**config.mk**
```make
export PLATFORM = sky130hd
export DESIGN_NAME = websocket_frame_deframer
export DESIGN_NICKNAME = d
export VERILOG_FILES = /design/src/design/wsd_pkg.sv /design/src/design/wsd_in_stage.sv /design/src/design/wsd_parser.sv /design/src/design/wsd_out_stage.sv /design/src/design/websocket_frame_deframer.sv
export SDC_FILE = /design/constraint.sdc
export NUM_CORES = 1
export LEC_CHECK = 0
export BUFFER_PORTS_ARGS = -buffer_cell sky130_fd_sc_hd__buf_2
export CAP_MARGIN = 20
export CORE_MARGIN = 3
export CORE_UTILIZATION = 26
export CTS_BUF_LIST = sky130_fd_sc_hd__clkbuf_4 sky130_fd_sc_hd__clkbuf_8
export CTS_CLUSTER_SIZE = 14
export DETAILED_ROUTE_END_ITERATION = 10
export PLACE_DENSITY = 0.4
export SLEW_MARGIN = 20
export SYNTH_ARGS = -nofsm -noshare
export SYNTH_HDL_FRONTEND = slang
export SYNTH_SLANG_ARGS = --single-unit
```
**constraint.sdc**
```tcl
create_clock -name clk -period 4.7 [get_ports clk]
set_input_delay 0.235 -clock clk [delete_from_list [all_inputs] [get_ports clk]]
set_output_delay 0.235 -clock clk [all_outputs]
set_load 0.05 [all_outputs]
```
**src/design/wsd_pkg.sv**
```systemverilog
// Package for the WebSocket frame deframer: parser phases, frame kind codes
// and the result word passed from the parser to the output stage.
// No dependencies.
package wsd_pkg;

  typedef enum logic [2:0] {
    PH_HDR0,
    PH_HDR1,
    PH_EXT,
    PH_KEY,
    PH_DATA
  } phase_t;

  localparam logic [2:0] KIND_TEXT        = 3'd0;
  localparam logic [2:0] KIND_TEXT_PART   = 3'd1;
  localparam logic [2:0] KIND_BINARY      = 3'd2;
  localparam logic [2:0] KIND_BINARY_PART = 3'd3;
  localparam logic [2:0] KIND_PING        = 3'd4;
  localparam logic [2:0] KIND_PONG        = 3'd5;
  localparam logic [2:0] KIND_UNKNOWN     = 3'd6;

  localparam logic [3:0] OP_CONT   = 4'h0;
  localparam logic [3:0] OP_TEXT   = 4'h1;
  localparam logic [3:0] OP_BINARY = 4'h2;
  localparam logic [3:0] OP_PING   = 4'h9;
  localparam logic [3:0] OP_PONG   = 4'hA;

  localparam logic [6:0] LEN7_MAX   = 7'd125;
  localparam logic [6:0] LEN7_EXT16 = 7'd126;

  localparam logic [3:0] EXT16_BYTES = 4'd2;
  localparam logic [3:0] EXT64_BYTES = 4'd8;
  localparam logic [2:0] KEY_BYTES   = 3'd4;

  localparam logic [31:0] MAX_PAYLOAD_RST = 32'd1024;

  typedef struct packed {
    logic       valid;
    logic [7:0] payload_byte;
    logic       has_byte;
    logic [2:0] frame_kind;
    logic       last_of_frame;
    logic       too_long;
  } res_t;

endpackage

```
**src/design/wsd_in_stage.sv**
```systemverilog
// Input register of the deframer: holds one incoming word until the parser
// consumes it. Depends on nothing but clk and rst_n.
module wsd_in_stage (
  input  logic       clk,
  input  logic       rst_n,
  input  logic       in_valid,
  output logic       in_ready,
  input  logic [7:0] in_byte,
  input  logic       take,
  output logic       byte_v,
  output logic [7:0] byte_q
);

  logic       v_r, v_nxt;
  logic [7:0] byte_r;

  assign in_ready = !v_r || take;
  assign byte_v   = v_r;
  assign byte_q   = byte_r;

  always_comb begin
    v_nxt = v_r;
    if (in_valid && in_ready) begin
      v_nxt = 1'b1;
    end else if (take) begin
      v_nxt = 1'b0;
    end
  end

  always_ff @(posedge clk) begin
    if (!rst_n) begin
      v_r <= 1'b0;
    end else begin
      v_r <= v_nxt;
    end
  end

  always_ff @(posedge clk) begin
    if (in_valid && in_ready) begin
      byte_r <= in_byte;
    end
  end

endmodule

```
**src/design/wsd_parser.sv**
```systemverilog
// Frame header parser and unmasking datapath of the deframer.
// Uses wsd_pkg for phases, kind codes and the result word.
module wsd_parser
  import wsd_pkg::*;
(
  input  logic        clk,
  input  logic        rst_n,
  input  logic        byte_v,
  input  logic [7:0]  byte_q,
  input  logic        res_free,
  input  logic [31:0] max_payload,
  output logic        take,
  output res_t        res
);

  phase_t      phase_r, phase_nxt;
  logic [3:0]  opcode_r, opcode_nxt;
  logic        fin_r, fin_nxt;
  logic        masked_r, masked_nxt;
  logic [3:0]  ext_left_r, ext_left_nxt;
  logic [63:0] len_r, len_nxt;
  logic [31:0] key_r, key_nxt;
  logic [2:0]  key_left_r, key_left_nxt;
  logic [63:0] left_r, left_nxt;
  logic [1:0]  kidx_r, kidx_nxt;

  logic [6:0]  len7;
  logic [63:0] len_ext;
  logic [63:0] left_dec;
  logic        gives;
  logic [7:0]  key_byte;
  logic [2:0]  kind;

  assign len7     = byte_q[6:0];
  assign len_ext  = {len_r[55:0], byte_q};
  assign left_dec = left_r - 64'd1;
  assign take     = byte_v && (!gives || res_free);

  // Next phase
  always_comb begin
    phase_nxt = phase_r;
    if (take) begin
      unique case (phase_r)
        PH_HDR0: phase_nxt = PH_HDR1;
        PH_HDR1: begin
          if (len7 > LEN7_MAX) begin
            phase_nxt = PH_EXT;
          end else if (byte_q[7]) begin
            phase_nxt = PH_KEY;
          end else begin
            phase_nxt = (len7 == 7'd0) ? PH_HDR0 : PH_DATA;
          end
        end
        PH_EXT: begin
          if (ext_left_r == 4'd1) begin
            if (masked_r) begin
              phase_nxt = PH_KEY;
            end else begin
              phase_nxt = (len_ext == 64'd0) ? PH_HDR0 : PH_DATA;
            end
          end
        end
        PH_KEY: begin
          if (key_left_r == 3'd1) begin
            phase_nxt = (len_r == 64'd0) ? PH_HDR0 : PH_DATA;
          end
        end
        PH_DATA: phase_nxt = (left_dec == 64'd0) ? PH_HDR0 : PH_DATA;
        default: phase_nxt = PH_HDR0;
      endcase
    end
  end

  always_comb begin
    unique case (kidx_r)
      2'd0:    key_byte = key_r[31:24];
      2'd1:    key_byte = key_r[23:16];
      2'd2:    key_byte = key_r[15:8];
      default: key_byte = key_r[7:0];
    endcase
  end

  always_comb begin
    priority if (opcode_r == OP_CONT || opcode_r == OP_TEXT) begin
      kind = fin_r ? KIND_TEXT : KIND_TEXT_PART;
    end else if (opcode_r == OP_BINARY) begin
      kind = fin_r ? KIND_BINARY : KIND_BINARY_PART;
    end else if (opcode_r == OP_PING) begin
      kind = KIND_PING;
    end else if (opcode_r == OP_PONG) begin
      kind = KIND_PONG;
    end else begin
      kind = KIND_UNKNOWN;
    end
  end

  // Datapath and result
  always_comb begin
    opcode_nxt   = opcode_r;
    fin_nxt      = fin_r;
    masked_nxt   = masked_r;
    ext_left_nxt = ext_left_r;
    len_nxt      = len_r;
    key_nxt      = key_r;
    key_left_nxt = key_left_r;
    left_nxt     = left_r;
    kidx_nxt     = kidx_r;
    gives        = 1'b0;
    res          = '0;
    unique case (phase_r)
      PH_HDR0: begin
        opcode_nxt = byte_q[3:0];
        fin_nxt    = byte_q[7];
      end
      PH_HDR1: begin
        masked_nxt = byte_q[7];
        len_nxt    = '0;
        if (len7 > LEN7_MAX) begin
          ext_left_nxt = (len7 == LEN7_EXT16) ? EXT16_BYTES : EXT64_BYTES;
        end else begin
          len_nxt = {57'd0, len7};
          if (byte_q[7]) begin
            key_nxt      = '0;
            key_left_nxt = KEY_BYTES;
          end else begin
            kidx_nxt = '0;
            left_nxt = {57'd0, len7};
            gives    = (len7 == 7'd0);
          end
        end
      end
      PH_EXT: begin
        len_nxt      = len_ext;
        ext_left_nxt = ext_left_r - 4'd1;
        if (ext_left_r == 4'd1) begin
          if (masked_r) begin
            key_nxt      = '0;
            key_left_nxt = KEY_BYTES;
          end else begin
            kidx_nxt = '0;
            left_nxt = len_ext;
            gives    = (len_ext == 64'd0);
          end
        end
      end
      PH_KEY: begin
        key_nxt      = {key_r[23:0], byte_q};
        key_left_nxt = key_left_r - 3'd1;
        if (key_left_r == 3'd1) begin
          kidx_nxt = '0;
          left_nxt = len_r;
          gives    = (len_r == 64'd0);
        end
      end
      PH_DATA: begin
        kidx_nxt = kidx_r + 2'd1;
        left_nxt = left_dec;
        gives    = 1'b1;
      end
      default: ;
    endcase

    res.valid      = take && gives;
    res.frame_kind = kind;
    res.too_long   = (len_nxt[63:32] != 32'd0) || (len_nxt[31:0] > max_payload);
    if (phase_r == PH_DATA) begin
      res.payload_byte  = masked_r ? (byte_q ^ key_byte) : byte_q;
      res.has_byte      = 1'b1;
      res.last_of_frame = (left_dec == 64'd0);
    end else begin
      res.last_of_frame = 1'b1;
    end
  end

  always_ff @(posedge clk) begin
    if (!rst_n) begin
      phase_r    <= PH_HDR0;
      opcode_r   <= '0;
      fin_r      <= 1'b0;
      masked_r   <= 1'b0;
      ext_left_r <= '0;
      len_r      <= '0;
      key_r      <= '0;
      key_left_r <= '0;
      left_r     <= '0;
      kidx_r     <= '0;
    end else begin
      phase_r <= phase_nxt;
      if (take) begin
        opcode_r   <= opcode_nxt;
        fin_r      <= fin_nxt;
        masked_r   <= masked_nxt;
        ext_left_r <= ext_left_nxt;
        len_r      <= len_nxt;
        key_r      <= key_nxt;
        key_left_r <= key_left_nxt;
        left_r     <= left_nxt;
        kidx_r     <= kidx_nxt;
      end
    end
  end

endmodule

```
**src/design/wsd_out_stage.sv**
```systemverilog
// Result register of the deframer: holds one result word until taken.
// Uses wsd_pkg for the result word.
module wsd_out_stage
  import wsd_pkg::*;
(
  input  logic       clk,
  input  logic       rst_n,
  input  res_t       res,
  output logic       res_free,
  output logic       out_valid,
  input  logic       out_ready,
  output logic [7:0] out_payload_byte,
  output logic       out_has_byte,
  output logic [2:0] out_frame_kind,
  output logic       out_last_of_frame,
  output logic       out_too_long
);

  logic valid_r, valid_nxt;
  res_t data_r;

  assign res_free  = !valid_r || out_ready;
  assign out_valid = valid_r;

  assign out_payload_byte  = data_r.payload_byte;
  assign out_has_byte      = data_r.has_byte;
  assign out_frame_kind    = data_r.frame_kind;
  assign out_last_of_frame = data_r.last_of_frame;
  assign out_too_long      = data_r.too_long;

  always_comb begin
    valid_nxt = valid_r;
    if (res.valid) begin
      valid_nxt = 1'b1;
    end else if (out_ready) begin
      valid_nxt = 1'b0;
    end
  end

  always_ff @(posedge clk) begin
    if (!rst_n) begin
      valid_r <= 1'b0;
    end else begin
      valid_r <= valid_nxt;
    end
  end

  always_ff @(posedge clk) begin
    if (res.valid) begin
      data_r <= res;
    end
  end

endmodule

```
**src/design/websocket_frame_deframer.sv**
```systemverilog
// Top level of the WebSocket frame deframer: input register, header parser
// with unmasking, result register and the max_payload register. Uses wsd_pkg.
//
//  channel | ports                                   | handshake
//  --------+-----------------------------------------+-----------------
//  input   | in_byte                                 | in_valid/in_ready
//  result  | out_payload_byte, out_has_byte,         | out_valid/out_ready
//          | out_frame_kind, out_last_of_frame,      |
//          | out_too_long                            |
//  config  | cfg_wdata (max_payload)                 | cfg_we
//
// One word per cycle while the parser is not stalled; the accepting edge loads a
// word into the input register, and the edge on which the parser takes it moves
// the parser's result for that word into the result register.
// Header, length and key words give no result unless they end an empty frame.
// A full result register stalls the parser only on words that give a result.
// Synchronous reset clears all control state and sets max_payload to 1024.
module websocket_frame_deframer
  import wsd_pkg::*;
(
  input  logic        clk,
  input  logic        rst_n,
  input  logic        in_valid,
  output logic        in_ready,
  input  logic [7:0]  in_byte,
  output logic        out_valid,
  input  logic        out_ready,
  output logic [7:0]  out_payload_byte,
  output logic        out_has_byte,
  output logic [2:0]  out_frame_kind,
  output logic        out_last_of_frame,
  output logic        out_too_long,
  input  logic        cfg_we,
  input  logic [31:0] cfg_wdata
);

  logic [31:0] max_payload_r;
  logic        byte_v;
  logic [7:0]  byte_q;
  logic        take;
  logic        res_free;
  res_t        res;

  always_ff @(posedge clk) begin
    if (!rst_n) begin
      max_payload_r <= MAX_PAYLOAD_RST;
    end else if (cfg_we) begin
      max_payload_r <= cfg_wdata;
    end
  end

  wsd_in_stage u_in (
    .clk      (clk),
    .rst_n    (rst_n),
    .in_valid (in_valid),
    .in_ready (in_ready),
    .in_byte  (in_byte),
    .take     (take),
    .byte_v   (byte_v),
    .byte_q   (byte_q)
  );

  wsd_parser u_parser (
    .clk         (clk),
    .rst_n       (rst_n),
    .byte_v      (byte_v),
    .byte_q      (byte_q),
    .res_free    (res_free),
    .max_payload (max_payload_r),
    .take        (take),
    .res         (res)
  );

  wsd_out_stage u_out (
    .clk               (clk),
    .rst_n             (rst_n),
    .res               (res),
    .res_free          (res_free),
    .out_valid         (out_valid),
    .out_ready         (out_ready),
    .out_payload_byte  (out_payload_byte),
    .out_has_byte      (out_has_byte),
    .out_frame_kind    (out_frame_kind),
    .out_last_of_frame (out_last_of_frame),
    .out_too_long      (out_too_long)
  );

  a_res_on_take: assert property (@(posedge clk) disable iff (!rst_n)
    res.valid |-> take)
    else $error("result produced without consuming a word");

  a_res_lands: assert property (@(posedge clk) disable iff (!rst_n)
    res.valid |=> out_valid)
    else $error("result not held in output register");

  a_word_held: assert property (@(posedge clk) disable iff (!rst_n)
    (in_valid && in_ready) |=> byte_v)
    else $error("accepted word missing from input register");

  a_stall_full: assert property (@(posedge clk) disable iff (!rst_n)
    !in_ready |-> (byte_v && !take && !res_free))
    else $error("input stalled without a blocked result");

endmodule
```
==> reports/results.ini <==
[cells_and_area]
syn_to_final_growth_pct = 18.1
stdcell_area_um2 = 16000
final_common_cell = dfxtp_1
fin_cells = 2400
finalNetCount = 1771
final_cell_mix = dfxtp_1 (211), nand2_1 (199), nor2b_1 (108), mux2i_1 (91), a21boi_0 (85)
diodes = 0
drive_gt1_frac = 0.128
final_util = 0.311
fillers = 5491
multi_input_area_um2 = 8000
regArea_um2 = 4910

[placed_design]
place_inst = 2273
pre_cts_slack_ps = 528
gp_congestion = 0.832
io_buffers = 60
hpwl_um = 30400
placed_cell_area_um2 = 14600

[timing]
tightestPinTransition_ps = 1010
fmax_mhz = 236
holdWs_ps = 305
rsz0062_at_grt = false
clock-skew-final_ps = 37.4
maxSlewHeadroom = 0.327
fin_crit_sh = 0.901
post-route-min-period_ps = 4230
hold_viol_final = 0
setup_viol = 0
finalWorstSetupSlack_ps = 467
setup_tns_ps = 0
drv_slew = 0

[cts]
clk_pin_slew_worst_paths_ps = 60
cts_htree_levels = 2
numCtsBuffers = 47
clock-sinks = 234
cts_setup_buffers = 0
cts-root-buf = clkbuf_8
clock_latency_ps = 630
hold_buffers = 42
clockBufferDepth = 3
cts_tree = yes
cts_resized = 0

[logic_synthesis]
ys_ff_latch = 234
synth_cell_types = 67
synth_top_area_frac = 0.313
seq_area_frac_synth = 0.362
async_flop_share = 0
synth_nets = 1702
syn_inst = 1615
synthFlopType = dfxtp_1
synth_area_um2 = 13500
synth_area_leaders = dfxtp_1 (31%), mux2i_1 (6.7%), nand2_1 (5.5%)
syn_area_per_cell_um2 = 8.39
yosys_warnings = 0
synth_edf_count = 22
synth_area_leader_cell = dfxtp_1

[critical_path]
startpoint_type = register
required_ps = 5060
critPathCaptureType = register
crit_type = register to register
cp_max_fo = 15
cp.arrival_ps = 4590

[grt]
grt_util_met1 = 0.235
grt_use_met2 = 0.256
use_met3 = 0.0238
grt_start_max_net_pins = 110
grt_pass1_wl_um = 70800
busiest_layer = met2
gr-total-overflow = 0
grtUsageTotal = 0.164
antenna_found_initial = 0
grt_pass1_vias = 11903

[detailed_routing]
via_count = 12262
wl_per_cell_um = 18.9
drt_iter0_markers = 923
wl_um = 45400
ant_nets = 0
drcViolationCount = 0
firstDrtPassIters = 6
vias_per_cell = 5.11

[floorplan]
initial_core_util = 0.264
die_x_um = 234
floorplan.rows = 83
core_area_um2 = 51400
ioPinCount = 61
dieArea_um2 = 54900
chipHeight_um = 234

[flow_run]
maxCapViolCount = 0

[min_path]
hold_class = primary input to register

[power_and_ir_drop]
pwr_density_cell_nw_per_um2 = 328
total_power_mw = 5.25
power_leakage_nw = 5.89
peakVddDrop_mv = 0.190

[status]
status = finished, final reports clean

-- Yosys cell counts, types with 24 or more instances --
master / count
nand3_1: 52
xor2_1: 24
o21ai_0: 79
nor2_1: 76
nor4_1: 45
nand2_1: 200
clkbuf_1: 108
inv_1: 51
dfxtp_1: 212
nor3_1: 36
mux2i_1: 91
a22oi_1: 63
a21oi_1: 37
ha_1: 42
a22o_1: 30
nor2b_1: 108
a21boi_0: 85
-- sequential cells by signal (all words and copies together), names as in the netlist, 2 cells and up --
signal,count
u_parser.len_r,64
u_parser.ext_left_r,4
u_parser.phase_r,3
max_payload_r,32
u_parser.key_left_r,3
u_parser.opcode_r,4
u_parser.kidx_r,2
u_out.out_frame_kind,3
u_in.byte_q,8
u_parser.left_r,64
u_parser.key_r,32
u_out.out_payload_byte,8
-- where the power goes --
group / internal (mW) / switching (mW)
clock: 1.28 / 0.952
sequential: 2.06 / 0.0470
combinational: 0.349 / 0.563
total: 3.69 / 1.56
-- logic make-up (layout without fill, tap and decap cells) --
family                   after synthesis  count (layout)  share of synthesized area
AO/OA/AOI/OAI                        418             418                      0.222
AND/OR/NAND/NOR                      611             611                      0.231
flip-flops                           234             234                      0.362
adder cells (fa/ha/maj)               42              42                     0.0388
multiplexers                          94              94                     0.0697
buffers and inverters                175             280                     0.0503
XOR/XNOR                              41              41                     0.0265
-- layout make-up --
cell class | count | share of cell area
Multi-Input combinational cell | 1206 | 0.500
Sequential cell | 234 | 0.307
Timing Repair Buffer | 144 | 0.0657
Clock buffer | 79 | 0.0602
Tap cell | 680 | 0.0532
Inverter | 51 | 0.0120
Clock inverter | 6 | 0.00227
-- per-layer routing --
layer,share of wire,vias up
met5,0,-
met4,0.020,0
met3,0.043,58
met2,0.45,271
met1,0.49,5905
li1,-,6028
-- critical path, cell delays in order, from the launching register on --
cell and delay, ps:
dfxtp_1 400, or4_1 630, or4b_2 660, or4_4 570
or2_2 430, nor3_4 230, xor2_1 90, or4_1 550
o31ai_2 400
-- final timing paths --
kind	from	end	slack, ps	cells past startpoint
worst max-delay path	u_parser.left_r[16]$_SDFFE_PN0P_	u_out.out_last_of_frame$_SDFFCE_PN1P_	470	8
worst min-delay path	rst_n	u_parser.ext_left_r[0]$_SDFFE_PN0P_	310	2
worst max register to register	u_parser.left_r[16]$_SDFFE_PN0P_	u_out.out_last_of_frame$_SDFFCE_PN1P_	470	8
worst min register to register	u_parser.key_r[27]$_SDFFE_PN0P_	u_parser.key_r[27]$_SDFFE_PN0P_	470	2
No activity file was read; power rests on OpenSTA's default activity.
